### config.mk
export PLATFORM = sky130hd
export DESIGN_NAME = char_lcd_write_sequencer_unit_flat
export DESIGN_NICKNAME = d
export VERILOG_FILES = /design/src/clws_pkg.sv /design/src/clws_req_if.sv /design/src/clws_strobe_if.sv /design/src/clws_bcd.sv /design/src/clws_seq.sv /design/src/char_lcd_write_sequencer_unit.sv /design/src/flat_wrapper.sv
export VERILOG_INCLUDE_DIRS = /design/src /design/src/src
export SDC_FILE = /design/constraint.sdc
export NUM_CORES = 1
export LEC_CHECK = 0
export ABC_AREA = 1
export BUFFER_PORTS_ARGS = -buffer_cell sky130_fd_sc_hd__clkbuf_2
export CAP_MARGIN = 40
export CORE_ASPECT_RATIO = 2
export CORE_MARGIN = 3
export CORE_UTILIZATION = 42
export CTS_CLUSTER_DIAMETER = 50
export DETAILED_ROUTE_END_ITERATION = 8
export MAX_ROUTING_LAYER = met4
export PLACE_DENSITY = 0.55
export SETUP_SLACK_MARGIN = 0.05
export SLEW_MARGIN = 25
export SYNTH_ARGS = -nofsm -noshare
export SYNTH_HDL_FRONTEND = slang
export SYNTH_SLANG_ARGS = --single-unit
### constraint.sdc
create_clock -name clk -period 9.9 [get_ports clk]
set_clock_uncertainty 0.2 [all_clocks]
set_input_delay 1.485 -clock clk [delete_from_list [all_inputs] [get_ports clk]]
set_output_delay 1.485 -clock clk [all_outputs]
set_load 0.02 [all_outputs]
### src/assert_macros.svh
`ifndef ASSERT_MACROS_SVH
`define ASSERT_MACROS_SVH

// Both macros expect signals named clk and rst in the module that uses them.

// Checks that the consequent holds in the same cycle as the antecedent.
`define ASSERT_IMPLIES(label, ante, cons, msg) \
  label: assert property (@(posedge clk) disable iff (rst) (ante) |-> (cons)) else $error(msg);

// Checks that the consequent holds in the cycle after the antecedent.
`define ASSERT_NEXT(label, ante, cons, msg) \
  label: assert property (@(posedge clk) disable iff (rst) (ante) |=> (cons)) else $error(msg);

`endif

### src/clws_pkg.sv
`timescale 1ns / 1ps

package clws_pkg;

  // Request function codes.
  localparam logic [2:0] FUNC_CHAR     = 3'd0;
  localparam logic [2:0] FUNC_NUMBER   = 3'd1;
  localparam logic [2:0] FUNC_CLEAR    = 3'd2;
  localparam logic [2:0] FUNC_SETTINGS = 3'd3;
  localparam logic [2:0] FUNC_INIT     = 3'd4;

  // Configuration register indexes.
  localparam int CFG_IDX_W  = 3;
  localparam int CFG_DATA_W = 2;
  localparam logic [CFG_IDX_W-1:0] CFG_BUS_FOUR_BIT = 3'd0;
  localparam logic [CFG_IDX_W-1:0] CFG_TWO_LINES    = 3'd1;
  localparam logic [CFG_IDX_W-1:0] CFG_TALL_FONT    = 3'd2;
  localparam logic [CFG_IDX_W-1:0] CFG_DISPLAY_ON   = 3'd3;
  localparam logic [CFG_IDX_W-1:0] CFG_CURSOR_MODE  = 3'd4;

  // Cursor mode codes; the unused code behaves as cursor off.
  localparam logic [1:0] CURSOR_OFF   = 2'd0;
  localparam logic [1:0] CURSOR_ON    = 2'd1;
  localparam logic [1:0] CURSOR_BLINK = 2'd2;

  // Command and character bytes.
  localparam logic [7:0] FSET_BASE   = 8'h30;
  localparam logic [7:0] DL_BIT      = 8'h10;
  localparam logic [7:0] FSET_N_BIT  = 8'h08;
  localparam logic [7:0] FSET_F_BIT  = 8'h04;
  localparam logic [7:0] DCTL_BASE   = 8'h08;
  localparam logic [7:0] DCTL_D_BIT  = 8'h04;
  localparam logic [7:0] DCTL_C_BIT  = 8'h02;
  localparam logic [7:0] DCTL_B_BIT  = 8'h01;
  localparam logic [7:0] CMD_CLEAR   = 8'h01;
  localparam logic [7:0] INIT_NIBBLE = 8'h20;
  localparam logic [7:0] CH_ZERO     = 8'h30;
  localparam logic [7:0] CH_MINUS    = 8'h2D;

  // Binary to decimal conversion.
  localparam int BIN_W     = 32;
  localparam int DIGITS    = 10;
  localparam int CNT_W     = $clog2(BIN_W);
  localparam int DIG_IDX_W = $clog2(DIGITS);
  localparam logic [DIG_IDX_W-1:0] TOP_DIGIT = DIG_IDX_W'(DIGITS - 1);

  typedef logic [DIGITS-1:0][3:0] digit_arr_t;

  typedef struct packed {
    logic             bus_four_bit;
    logic             two_lines;
    logic             tall_font;
    logic             display_on;
    logic [1:0]       cursor_mode;
  } cfg_t;

  typedef struct packed {
    logic             start;
    logic [BIN_W-1:0] mag;
  } conv_req_t;

  function automatic logic [7:0] fset_byte(input cfg_t cfg);
    logic [7:0] fs;
    fs = FSET_BASE;
    if (cfg.two_lines) fs = fs | FSET_N_BIT;
    if (cfg.tall_font) fs = fs | FSET_F_BIT;
    if (cfg.bus_four_bit) fs = fs & ~DL_BIT;
    return fs;
  endfunction

  function automatic logic [7:0] dctl_byte(input cfg_t cfg);
    logic [7:0] dc;
    dc = DCTL_BASE;
    if (cfg.display_on) dc = dc | DCTL_D_BIT;
    case (cfg.cursor_mode)
      CURSOR_ON:    dc = dc | DCTL_C_BIT;
      CURSOR_BLINK: dc = dc | DCTL_C_BIT | DCTL_B_BIT;
      default:      dc = dc;
    endcase
    return dc;
  endfunction

endpackage

### src/clws_req_if.sv
`timescale 1ns / 1ps

interface clws_req_if;
  logic        valid;
  logic        ready;
  logic [2:0]  func;
  logic signed [31:0] value;

  modport source (output valid, func, value, input ready);
  modport sink (input valid, func, value, output ready);
endinterface

### src/clws_strobe_if.sv
`timescale 1ns / 1ps

interface clws_strobe_if;
  logic       valid;
  logic       ready;
  logic       reg_select;
  logic [7:0] bus_value;
  logic       last;

  modport source (output valid, reg_select, bus_value, last, input ready);
  modport sink (input valid, reg_select, bus_value, last, output ready);
endinterface

### src/clws_bcd.sv
`timescale 1ns / 1ps
`include "assert_macros.svh"

module clws_bcd (
  input  logic                clk,
  input  logic                rst,
  input  clws_pkg::conv_req_t conv_req,
  output logic                busy,
  output clws_pkg::digit_arr_t digits
);
  import clws_pkg::*;

  logic [BIN_W-1:0]    bin;
  logic [CNT_W-1:0]    count;
  digit_arr_t          bcd;
  digit_arr_t          adjusted;
  logic [4*DIGITS-1:0] adj_flat;

  // Shift-and-add-three: every digit of five or more gets three added before each shift.
  always_comb begin
    for (int i = 0; i < DIGITS; i++) begin
      adjusted[i] = (bcd[i] >= 4'd5) ? bcd[i] + 4'd3 : bcd[i];
    end
  end

  assign adj_flat = adjusted;

  always_ff @(posedge clk) begin
    if (rst) begin
      busy  <= 1'b0;
      count <= '0;
    end else if (conv_req.start) begin
      busy  <= 1'b1;
      count <= CNT_W'(BIN_W - 1);
      bin   <= conv_req.mag;
      bcd   <= '0;
    end else if (busy) begin
      bcd   <= {adj_flat[4*DIGITS-2:0], bin[BIN_W-1]};
      bin   <= {bin[BIN_W-2:0], 1'b0};
      count <= count - CNT_W'(1);
      if (count == '0) busy <= 1'b0;
    end
  end

  assign digits = bcd;

  `ASSERT_NEXT(a_start_busy, conv_req.start, busy, "conversion did not start")

endmodule

### src/clws_seq.sv
`timescale 1ns / 1ps
`include "assert_macros.svh"

module clws_seq (
  input  logic                 clk,
  input  logic                 rst,
  input  clws_pkg::cfg_t       cfg,
  clws_req_if.sink             req,
  clws_strobe_if.source        strobe,
  output clws_pkg::conv_req_t  conv_req,
  input  logic                 conv_busy,
  input  clws_pkg::digit_arr_t digits
);
  import clws_pkg::*;

  typedef enum logic [3:0] {
    S_IDLE, S_NIB, S_FS, S_DC, S_CLR, S_CHAR, S_MINUS, S_CONV, S_SKIP, S_DIGIT
  } state_t;

  state_t               state;
  logic                 half;
  logic                 is_init;
  logic [7:0]           char_code;
  logic [DIG_IDX_W-1:0] idx;
  logic                 out_valid;
  logic                 out_rs;
  logic [7:0]           out_bus;
  logic                 out_last;

  logic                 accept;
  logic                 out_free;
  logic                 emitting;
  logic [7:0]           cur_byte;
  logic                 cur_rs;
  logic                 cur_last;
  logic [3:0]           digit;
  logic [BIN_W-1:0]     raw;

  assign req.ready = (state == S_IDLE);
  assign accept    = req.valid && req.ready;
  assign out_free  = !out_valid || strobe.ready;
  assign digit     = digits[idx];
  assign raw       = req.value;

  assign conv_req.start = accept && (req.func == FUNC_NUMBER);
  assign conv_req.mag   = raw[BIN_W-1] ? (~raw + BIN_W'(1)) : raw;

  always_comb begin
    emitting = state inside {S_NIB, S_FS, S_DC, S_CLR, S_CHAR, S_MINUS, S_DIGIT};
    cur_rs   = state inside {S_CHAR, S_MINUS, S_DIGIT};
    case (state)
      S_NIB:   cur_byte = INIT_NIBBLE;
      S_FS:    cur_byte = fset_byte(cfg);
      S_DC:    cur_byte = dctl_byte(cfg);
      S_CLR:   cur_byte = CMD_CLEAR;
      S_CHAR:  cur_byte = char_code;
      S_MINUS: cur_byte = CH_MINUS;
      S_DIGIT: cur_byte = CH_ZERO | {4'h0, digit};
      default: cur_byte = 8'h00;
    endcase
    case (state)
      S_DC:    cur_last = !is_init;
      S_CLR:   cur_last = 1'b1;
      S_CHAR:  cur_last = 1'b1;
      S_DIGIT: cur_last = (idx == '0);
      default: cur_last = 1'b0;
    endcase
  end

  always_ff @(posedge clk) begin
    if (rst) begin
      state     <= S_IDLE;
      half      <= 1'b0;
      is_init   <= 1'b0;
      idx       <= '0;
      out_valid <= 1'b0;
    end else begin
      if (emitting && out_free) begin
        out_valid <= 1'b1;
        out_rs    <= cur_rs;
        if (state == S_NIB) begin
          out_bus  <= cur_byte;
          out_last <= 1'b0;
          state    <= S_FS;
        end else if (cfg.bus_four_bit && !half) begin
          // High nibble first; the byte state stays for the low nibble.
          out_bus  <= {cur_byte[7:4], 4'h0};
          out_last <= 1'b0;
          half     <= 1'b1;
        end else begin
          out_bus  <= cfg.bus_four_bit ? {cur_byte[3:0], 4'h0} : cur_byte;
          out_last <= cur_last;
          half     <= 1'b0;
          case (state)
            S_FS:    state <= S_DC;
            S_DC:    state <= is_init ? S_CLR : S_IDLE;
            S_MINUS: state <= S_CONV;
            S_DIGIT: begin
              if (idx == '0) state <= S_IDLE;
              else idx <= idx - DIG_IDX_W'(1);
            end
            default: state <= S_IDLE;
          endcase
        end
      end else begin
        if (strobe.ready) out_valid <= 1'b0;
        case (state)
          S_IDLE: begin
            if (accept) begin
              case (req.func)
                FUNC_CHAR: begin
                  char_code <= raw[7:0];
                  state     <= S_CHAR;
                end
                FUNC_NUMBER:   state <= raw[BIN_W-1] ? S_MINUS : S_CONV;
                FUNC_CLEAR:    state <= S_CLR;
                FUNC_SETTINGS: begin
                  is_init <= 1'b0;
                  state   <= S_FS;
                end
                FUNC_INIT: begin
                  is_init <= 1'b1;
                  state   <= cfg.bus_four_bit ? S_NIB : S_FS;
                end
                default: state <= S_IDLE;
              endcase
            end
          end
          S_CONV: begin
            if (!conv_busy) begin
              idx   <= TOP_DIGIT;
              state <= S_SKIP;
            end
          end
          S_SKIP: begin
            // Step past leading zeros, one digit a cycle, keeping at least one.
            if (digit == 4'd0 && idx != '0) idx <= idx - DIG_IDX_W'(1);
            else state <= S_DIGIT;
          end
          default: state <= state;
        endcase
      end
    end
  end

  assign strobe.valid      = out_valid;
  assign strobe.reg_select = out_rs;
  assign strobe.bus_value  = out_bus;
  assign strobe.last       = out_last;

  `ASSERT_IMPLIES(a_conv_start_idle, conv_req.start, !conv_busy, "conversion restarted")
  `ASSERT_IMPLIES(a_digits_settled, state == S_SKIP || state == S_DIGIT, !conv_busy, "digits read early")
  `ASSERT_IMPLIES(a_digit_index, state == S_DIGIT, idx <= TOP_DIGIT, "digit index out of range")

endmodule

### src/char_lcd_write_sequencer_unit.sv
`timescale 1ns / 1ps
// Character-LCD write sequencer. Requests arrive on req (func, value) and each
// becomes a run of enable-strobe words on strobe (reg_select, bus_value, last);
// last marks the final word of a request. In 4-bit mode every byte except
// the init nibble goes out as two words, high nibble first, each on bits 7..4.
// One request is taken at a time: req.ready is high only while the sequencer
// is idle. Every word waits in an output register, so a stalled receiver holds
// the sequencer but never loses a word, and the next request is taken while
// the final word of the previous one still waits.
// The first word is registered once the request's first state is reached and
// the output register is free, and further words follow one a cycle while the
// receiver takes them. A number first runs through a shift-and-add-three
// converter that shifts all 32 bits, one bit a cycle; the sequencer then sees
// the converter finish, skips leading zeros one digit at a time, leaves the
// skip and registers each digit word. The next request is taken only once the
// final word has been registered. The configuration registers are written
// through cfg_write_en, cfg_index and cfg_data; the user must write them only
// while the block is idle, which the block itself does not enforce. Reset
// (rst, synchronous) empties the output register, returns to idle and loads
// 4-bit bus, two lines, small font, display on and cursor off.

module char_lcd_write_sequencer_unit (
  input  logic                             clk,
  input  logic                             rst,
  input  logic                             cfg_write_en,
  input  logic [clws_pkg::CFG_IDX_W-1:0]   cfg_index,
  input  logic [clws_pkg::CFG_DATA_W-1:0]  cfg_data,
  clws_req_if.sink                         req,
  clws_strobe_if.source                    strobe
);
  import clws_pkg::*;

  cfg_t       cfg;
  conv_req_t  conv_req;
  logic       conv_busy;
  digit_arr_t digits;

  always_ff @(posedge clk) begin
    if (rst) begin
      cfg.bus_four_bit <= 1'b1;
      cfg.two_lines    <= 1'b1;
      cfg.tall_font    <= 1'b0;
      cfg.display_on   <= 1'b1;
      cfg.cursor_mode  <= CURSOR_OFF;
    end else if (cfg_write_en) begin
      case (cfg_index)
        CFG_BUS_FOUR_BIT: cfg.bus_four_bit <= cfg_data[0];
        CFG_TWO_LINES:    cfg.two_lines    <= cfg_data[0];
        CFG_TALL_FONT:    cfg.tall_font    <= cfg_data[0];
        CFG_DISPLAY_ON:   cfg.display_on   <= cfg_data[0];
        CFG_CURSOR_MODE:  cfg.cursor_mode  <= cfg_data[1:0];
        default:          cfg              <= cfg;
      endcase
    end
  end

  clws_bcd u_bcd (
    .clk      (clk),
    .rst      (rst),
    .conv_req (conv_req),
    .busy     (conv_busy),
    .digits   (digits)
  );

  clws_seq u_seq (
    .clk       (clk),
    .rst       (rst),
    .cfg       (cfg),
    .req       (req),
    .strobe    (strobe),
    .conv_req  (conv_req),
    .conv_busy (conv_busy),
    .digits    (digits)
  );

endmodule
### src/flat_wrapper.sv
// flat-port wrapper written by rule: the top's interface ports become plain ports
module char_lcd_write_sequencer_unit_flat import clws_pkg::*;
  (clk, rst, cfg_write_en, cfg_index, cfg_data, req_valid, req_func, req_value, req_ready, strobe_valid, strobe_reg_select, strobe_bus_value, strobe_last, strobe_ready);
  clws_req_if req_i ();
  clws_strobe_if strobe_i ();
  input  logic clk;
  input  logic rst;
  input  logic cfg_write_en;
  input  logic [clws_pkg::CFG_IDX_W-1:0] cfg_index;
  input  logic [clws_pkg::CFG_DATA_W-1:0] cfg_data;
  input wire logic [$bits(req_i.valid)-1:0] req_valid;
  input wire logic [$bits(req_i.func)-1:0] req_func;
  input wire logic [$bits(req_i.value)-1:0] req_value;
  output wire logic [$bits(req_i.ready)-1:0] req_ready;
  output wire logic [$bits(strobe_i.valid)-1:0] strobe_valid;
  output wire logic [$bits(strobe_i.reg_select)-1:0] strobe_reg_select;
  output wire logic [$bits(strobe_i.bus_value)-1:0] strobe_bus_value;
  output wire logic [$bits(strobe_i.last)-1:0] strobe_last;
  input wire logic [$bits(strobe_i.ready)-1:0] strobe_ready;
  assign req_i.valid = req_valid;
  assign req_i.func = req_func;
  assign req_i.value = req_value;
  assign req_ready = req_i.ready;
  assign strobe_valid = strobe_i.valid;
  assign strobe_reg_select = strobe_i.reg_select;
  assign strobe_bus_value = strobe_i.bus_value;
  assign strobe_last = strobe_i.last;
  assign strobe_i.ready = strobe_ready;
  char_lcd_write_sequencer_unit u_core (.clk(clk), .rst(rst), .cfg_write_en(cfg_write_en), .cfg_index(cfg_index), .cfg_data(cfg_data), .req(req_i), .strobe(strobe_i));
endmodule
==> results.yml <==
run_status:
  status: "complete, no violations"
cells_and_area:
  final_cells: 1122
  fillers: 1570
  layout-drive-gt1-share_pct: 14.9
  antenna-diode-count: 0
  area.growth.synth_to_final_pct: 15.3
  fin_nets: 978
  leading_cell_type_in_the_layout_fill_and_taps_excluded: "sky130_fd_sc_hd__nand2_1"
  mostFrequentLayoutCells: "sky130_fd_sc_hd__nand2_1, sky130_fd_sc_hd__inv_1, sky130_fd_sc_hd__edfxtp_1"
clock_network:
  cts_root_buf: "sky130_fd_sc_hd__clkbuf_16"
  clock_tree_from_tritoncts: "built"
  cts-resized-gates: 0
  numClockSinks: 113
  post_cts.repair.setup_buffers: 0
  insertion_delay_ps: 420
  cts.htree.levels: 4
  clk_pin_slew_worst_paths_ps: 50
  cts_max_path_buffers: 2
  number_of_buffers_created_by_cts: 17
  cts_hold_repair.buffers: 0
critical_path:
  timing.rr.end: "u_core.u_bcd.bin[4]"
  end_kind: "flip-flop"
  crit_type: "in -> reg"
  worst_path_arrival_ps: 3430
  startpoint_type: "input port"
  crit_required_ps: 9790
  regToRegSetupSlack_ps: 6760
  worstReg2RegStart: "u_core.u_seq.state[3]"
  reg2reg_depth: 12
  critical_path_peak_fanout: 46
timing:
  timing.final.hold_violations: 0
  layout_min_cycle_time_ps: 3540
  post-route-period-util_pct: 35.7
  max_slew.worst_pin.slew_ps: 650
  worst_slew_margin_rel_pct: 56.6
  setup_total_negative_slack_ps: 0
  final-setup-viol-count: 0
  grt_setup_unrepaired: "no"
  slew_viol_final: 0
  highest_clock_frequency_the_design_can_meet_mhz: 283
  whs_ps: 276
power_and_ir_drop:
  sw_pwr_uw: 564
  total_power_density_per_cell_area_nw_per_um2: 208
  comb_power_share_pct: 28.5
  power_switching_share_pct: 33.9
  peakVddDrop_uv: 128
  power.clock.fraction_pct: 35.9
  cell_internal_pwr_mw: 1.10
  power.share.sequential_pct: 35.6
  leakage_nw: 3.42
detailed_routing:
  vias: 5856
  drt_pre_antenna_iters: 4
  vias_per_cell: 5.22
  drt-total-wl_um: 17000
  detail_route.drc_violations: 0
  drt-wirelength-per-cell_um: 15.2
  detailedRoute.firstIterationViolations: 285
  ant_nets: 0
synth:
  synth_enable_flop_cells: 90
  synth_cells: 849
  synth_cell_type_count: 45
  mappedNetlistArea_um2: 6940
  post-synth-top-area-fraction_pct: 39.0
  synth.largest_area_cell: "sky130_fd_sc_hd__edfxtp_1"
  ys_warn_count: 0
  proportion_of_register_bits_with_asynchronous_set_or_reset_after_synthesis_pct: 0
  synth_seq_cells: 113
  synth-seq-area-share_pct: 45.6
  synth-main-ff-cell: "sky130_fd_sc_hd__edfxtp_1"
  synth_top_cells_by_area: "sky130_fd_sc_hd__edfxtp_1, sky130_fd_sc_hd__nand2_1, sky130_fd_sc_hd__dfxtp_1"
  postSynthAreaPerCell_um2: 8.17
  synthesis.nets: 919
floorplanning:
  core-area_um2: 16000
  initial_utilization_pct: 43.3
  fp-row-count: 65
  fp.dieArea_um2: 18200
  io_pins: 57
  floorplan.die.width_um: 96.9
  die_h_um: 188
worst_hold_path:
  worstHoldPathType: "reg -> reg"
  timing.hold.worst_path_depth: 2
  worstHoldEndpoint: "u_core.cfg[1]"
  hold_path.startpoint: "u_core.cfg[1]"
global_route:
  grt_pass1_wl_um: 28600
  gr-usage-all-layers_pct: 20.0
  grt_start_max_net_pins: 62
  grt_pass1_vias: 6143
  initial_antenna_violation_count: 0
  gr-total-overflow: 0
placed_design:
  buffer_ports.inserted: 56
  placedCellCount: 1089
  gp_congestion: 0.880
  hpwl_um: 12900
run:
  timing.max_cap.violations: 0
## area by class of cell
| class | instances | area (um2) | share of cell area (%) |
|---|---|---|---|
| Clock buffer | 21 | 470 | 5.88 |
| Clock inverter | 11 | 111 | 1.39 |
| Inverter | 115 | 434 | 5.43 |
| Multi-Input combinational cell | 598 | 3210 | 40.1 |
| Sequential cell | 113 | 3160 | 39.6 |
| Tap cell | 201 | 251 | 3.15 |
| Timing Repair Buffer | 63 | 360 | 4.51 |
## metrics by stage
| step | instance area [um2] | utilization, % | setup slack (ps) | total power [mW] |
|---|---|---|---|---|
| global route | 8000 | 49.9 | 6140 | 1.76 |
| global placement | 7360 | 46.0 | 5790 | 1.07 |
| detailed placement | 7410 | 46.2 | 5890 | 1.08 |
| floorplan | 6940 | - | 3960 | 0.951 |
| CTS | 7990 | 49.9 | 6310 | 1.68 |
| finish | 8000 | 49.9 | 6360 | 1.66 |
## worst max path at each step
stage                 from             endpoint  slack, ps  cells past startpoint
6_report       req_func[2]  u_core.u_bcd.bin[4]       6360                     11
5_1_grt        req_func[2]  u_core.u_bcd.bin[4]       6140                     11
4_1_cts        req_func[2]  u_core.u_bcd.bin[4]       6310                     11
3_5_place_dp   req_func[2]  u_core.u_bcd.bin[6]       5890                     11
3_3_place_gp   req_func[2]  u_core.u_bcd.bin[8]       5790                     10
2_1_floorplan  req_func[2]  u_core.u_bcd.bin[0]       3960                      9
## state kept, by name, summed over array words and instances, names as in the netlist
name and count:
u_core.cfg 6, u_core.u_bcd.bin 32, u_core.u_bcd.busy 1, u_core.u_bcd.count 5
u_core.u_bcd.digits 40, u_core.u_seq.char_code 8, u_core.u_seq.half 1, u_core.u_seq.idx 4
u_core.u_seq.is_init 1, u_core.u_seq.state 4, u_core.u_seq.strobe.bus_value 8, u_core.u_seq.strobe.last 1
u_core.u_seq.strobe.reg_select 1, u_core.u_seq.strobe.valid 1
## power by group through the flow
| stage | combinational [mW] | sequential, mW | clock, mW |
|---|---|---|---|
| 2_1_floorplan | 0.344 | 0.607 | 0 |
| 3_3_place_gp | 0.459 | 0.606 | 0 |
| 3_5_place_dp | 0.475 | 0.602 | 0 |
| 4_1_cts | 0.477 | 0.592 | 0.609 |
| 5_1_grt | 0.536 | 0.597 | 0.626 |
| 6_report | 0.474 | 0.592 | 0.597 |
## synth_stat cells, types with 3 or more instances
| master | count |
|---|---|
| sky130_fd_sc_hd__a211oi_1 | 10 |
| sky130_fd_sc_hd__o31ai_1 | 5 |
| sky130_fd_sc_hd__nand2_1 | 181 |
| sky130_fd_sc_hd__nor4_1 | 3 |
| sky130_fd_sc_hd__nand2_2 | 8 |
| sky130_fd_sc_hd__o211ai_1 | 3 |
| sky130_fd_sc_hd__buf_4 | 3 |
| sky130_fd_sc_hd__a31oi_1 | 9 |
| sky130_fd_sc_hd__clkbuf_1 | 6 |
| sky130_fd_sc_hd__buf_2 | 10 |
| sky130_fd_sc_hd__nand3_1 | 49 |
| sky130_fd_sc_hd__a221oi_1 | 3 |
| sky130_fd_sc_hd__nor2_2 | 6 |
| sky130_fd_sc_hd__or2_2 | 6 |
| sky130_fd_sc_hd__inv_2 | 12 |
| sky130_fd_sc_hd__dfxtp_1 | 23 |
| sky130_fd_sc_hd__o21ai_0 | 63 |
| sky130_fd_sc_hd__nor3_1 | 14 |
| sky130_fd_sc_hd__xnor2_1 | 7 |
| sky130_fd_sc_hd__edfxtp_1 | 90 |
| sky130_fd_sc_hd__ha_1 | 25 |
| sky130_fd_sc_hd__nor2_1 | 77 |
| sky130_fd_sc_hd__inv_1 | 102 |
| sky130_fd_sc_hd__xor2_1 | 21 |
| sky130_fd_sc_hd__a21oi_1 | 57 |
| sky130_fd_sc_hd__o21ai_1 | 22 |
| sky130_fd_sc_hd__nand4_1 | 9 |
| sky130_fd_sc_hd__buf_6 | 4 |
## cells by family (layout without fill, tap and decap cells)
| kind of cell | after synthesis | after routing | synth area share (%) |
|---|---|---|---|
| AND/OR/NAND/NOR | 369 | 369 | 23.9 |
| XOR/XNOR | 28 | 28 | 3.54 |
| buffers and inverters | 138 | 210 | 8.28 |
| flip-flops | 113 | 113 | 45.6 |
| AO/OA/AOI/OAI | 176 | 176 | 14.2 |
| adder cells (fa/ha/maj) | 25 | 25 | 4.51 |
## critical path: stages
cell and delay (ps):
sky130_fd_sc_hd__clkbuf_2 100, sky130_fd_sc_hd__inv_1 100, sky130_fd_sc_hd__nand2_1 80, sky130_fd_sc_hd__nor2_1 90, sky130_fd_sc_hd__inv_1 60, sky130_fd_sc_hd__nor2_2 90, sky130_fd_sc_hd__buf_4 400, sky130_fd_sc_hd__nor2_1 140
sky130_fd_sc_hd__nor2_4 180, sky130_fd_sc_hd__buf_4 360, sky130_fd_sc_hd__buf_16 280
## per-layer routing
layer | vias to the layer above | GRT usage, % | routed length [um]
met5 | - | - | 0
met4 | 0 | 8.06 | 317
met3 | 24 | 3.31 | 511
met2 | 107 | 38.4 | 9880
met1 | 2744 | 19.3 | 6310
li1 | 2981 | - | -
Note: power is estimated with default switching activity, not from simulation.
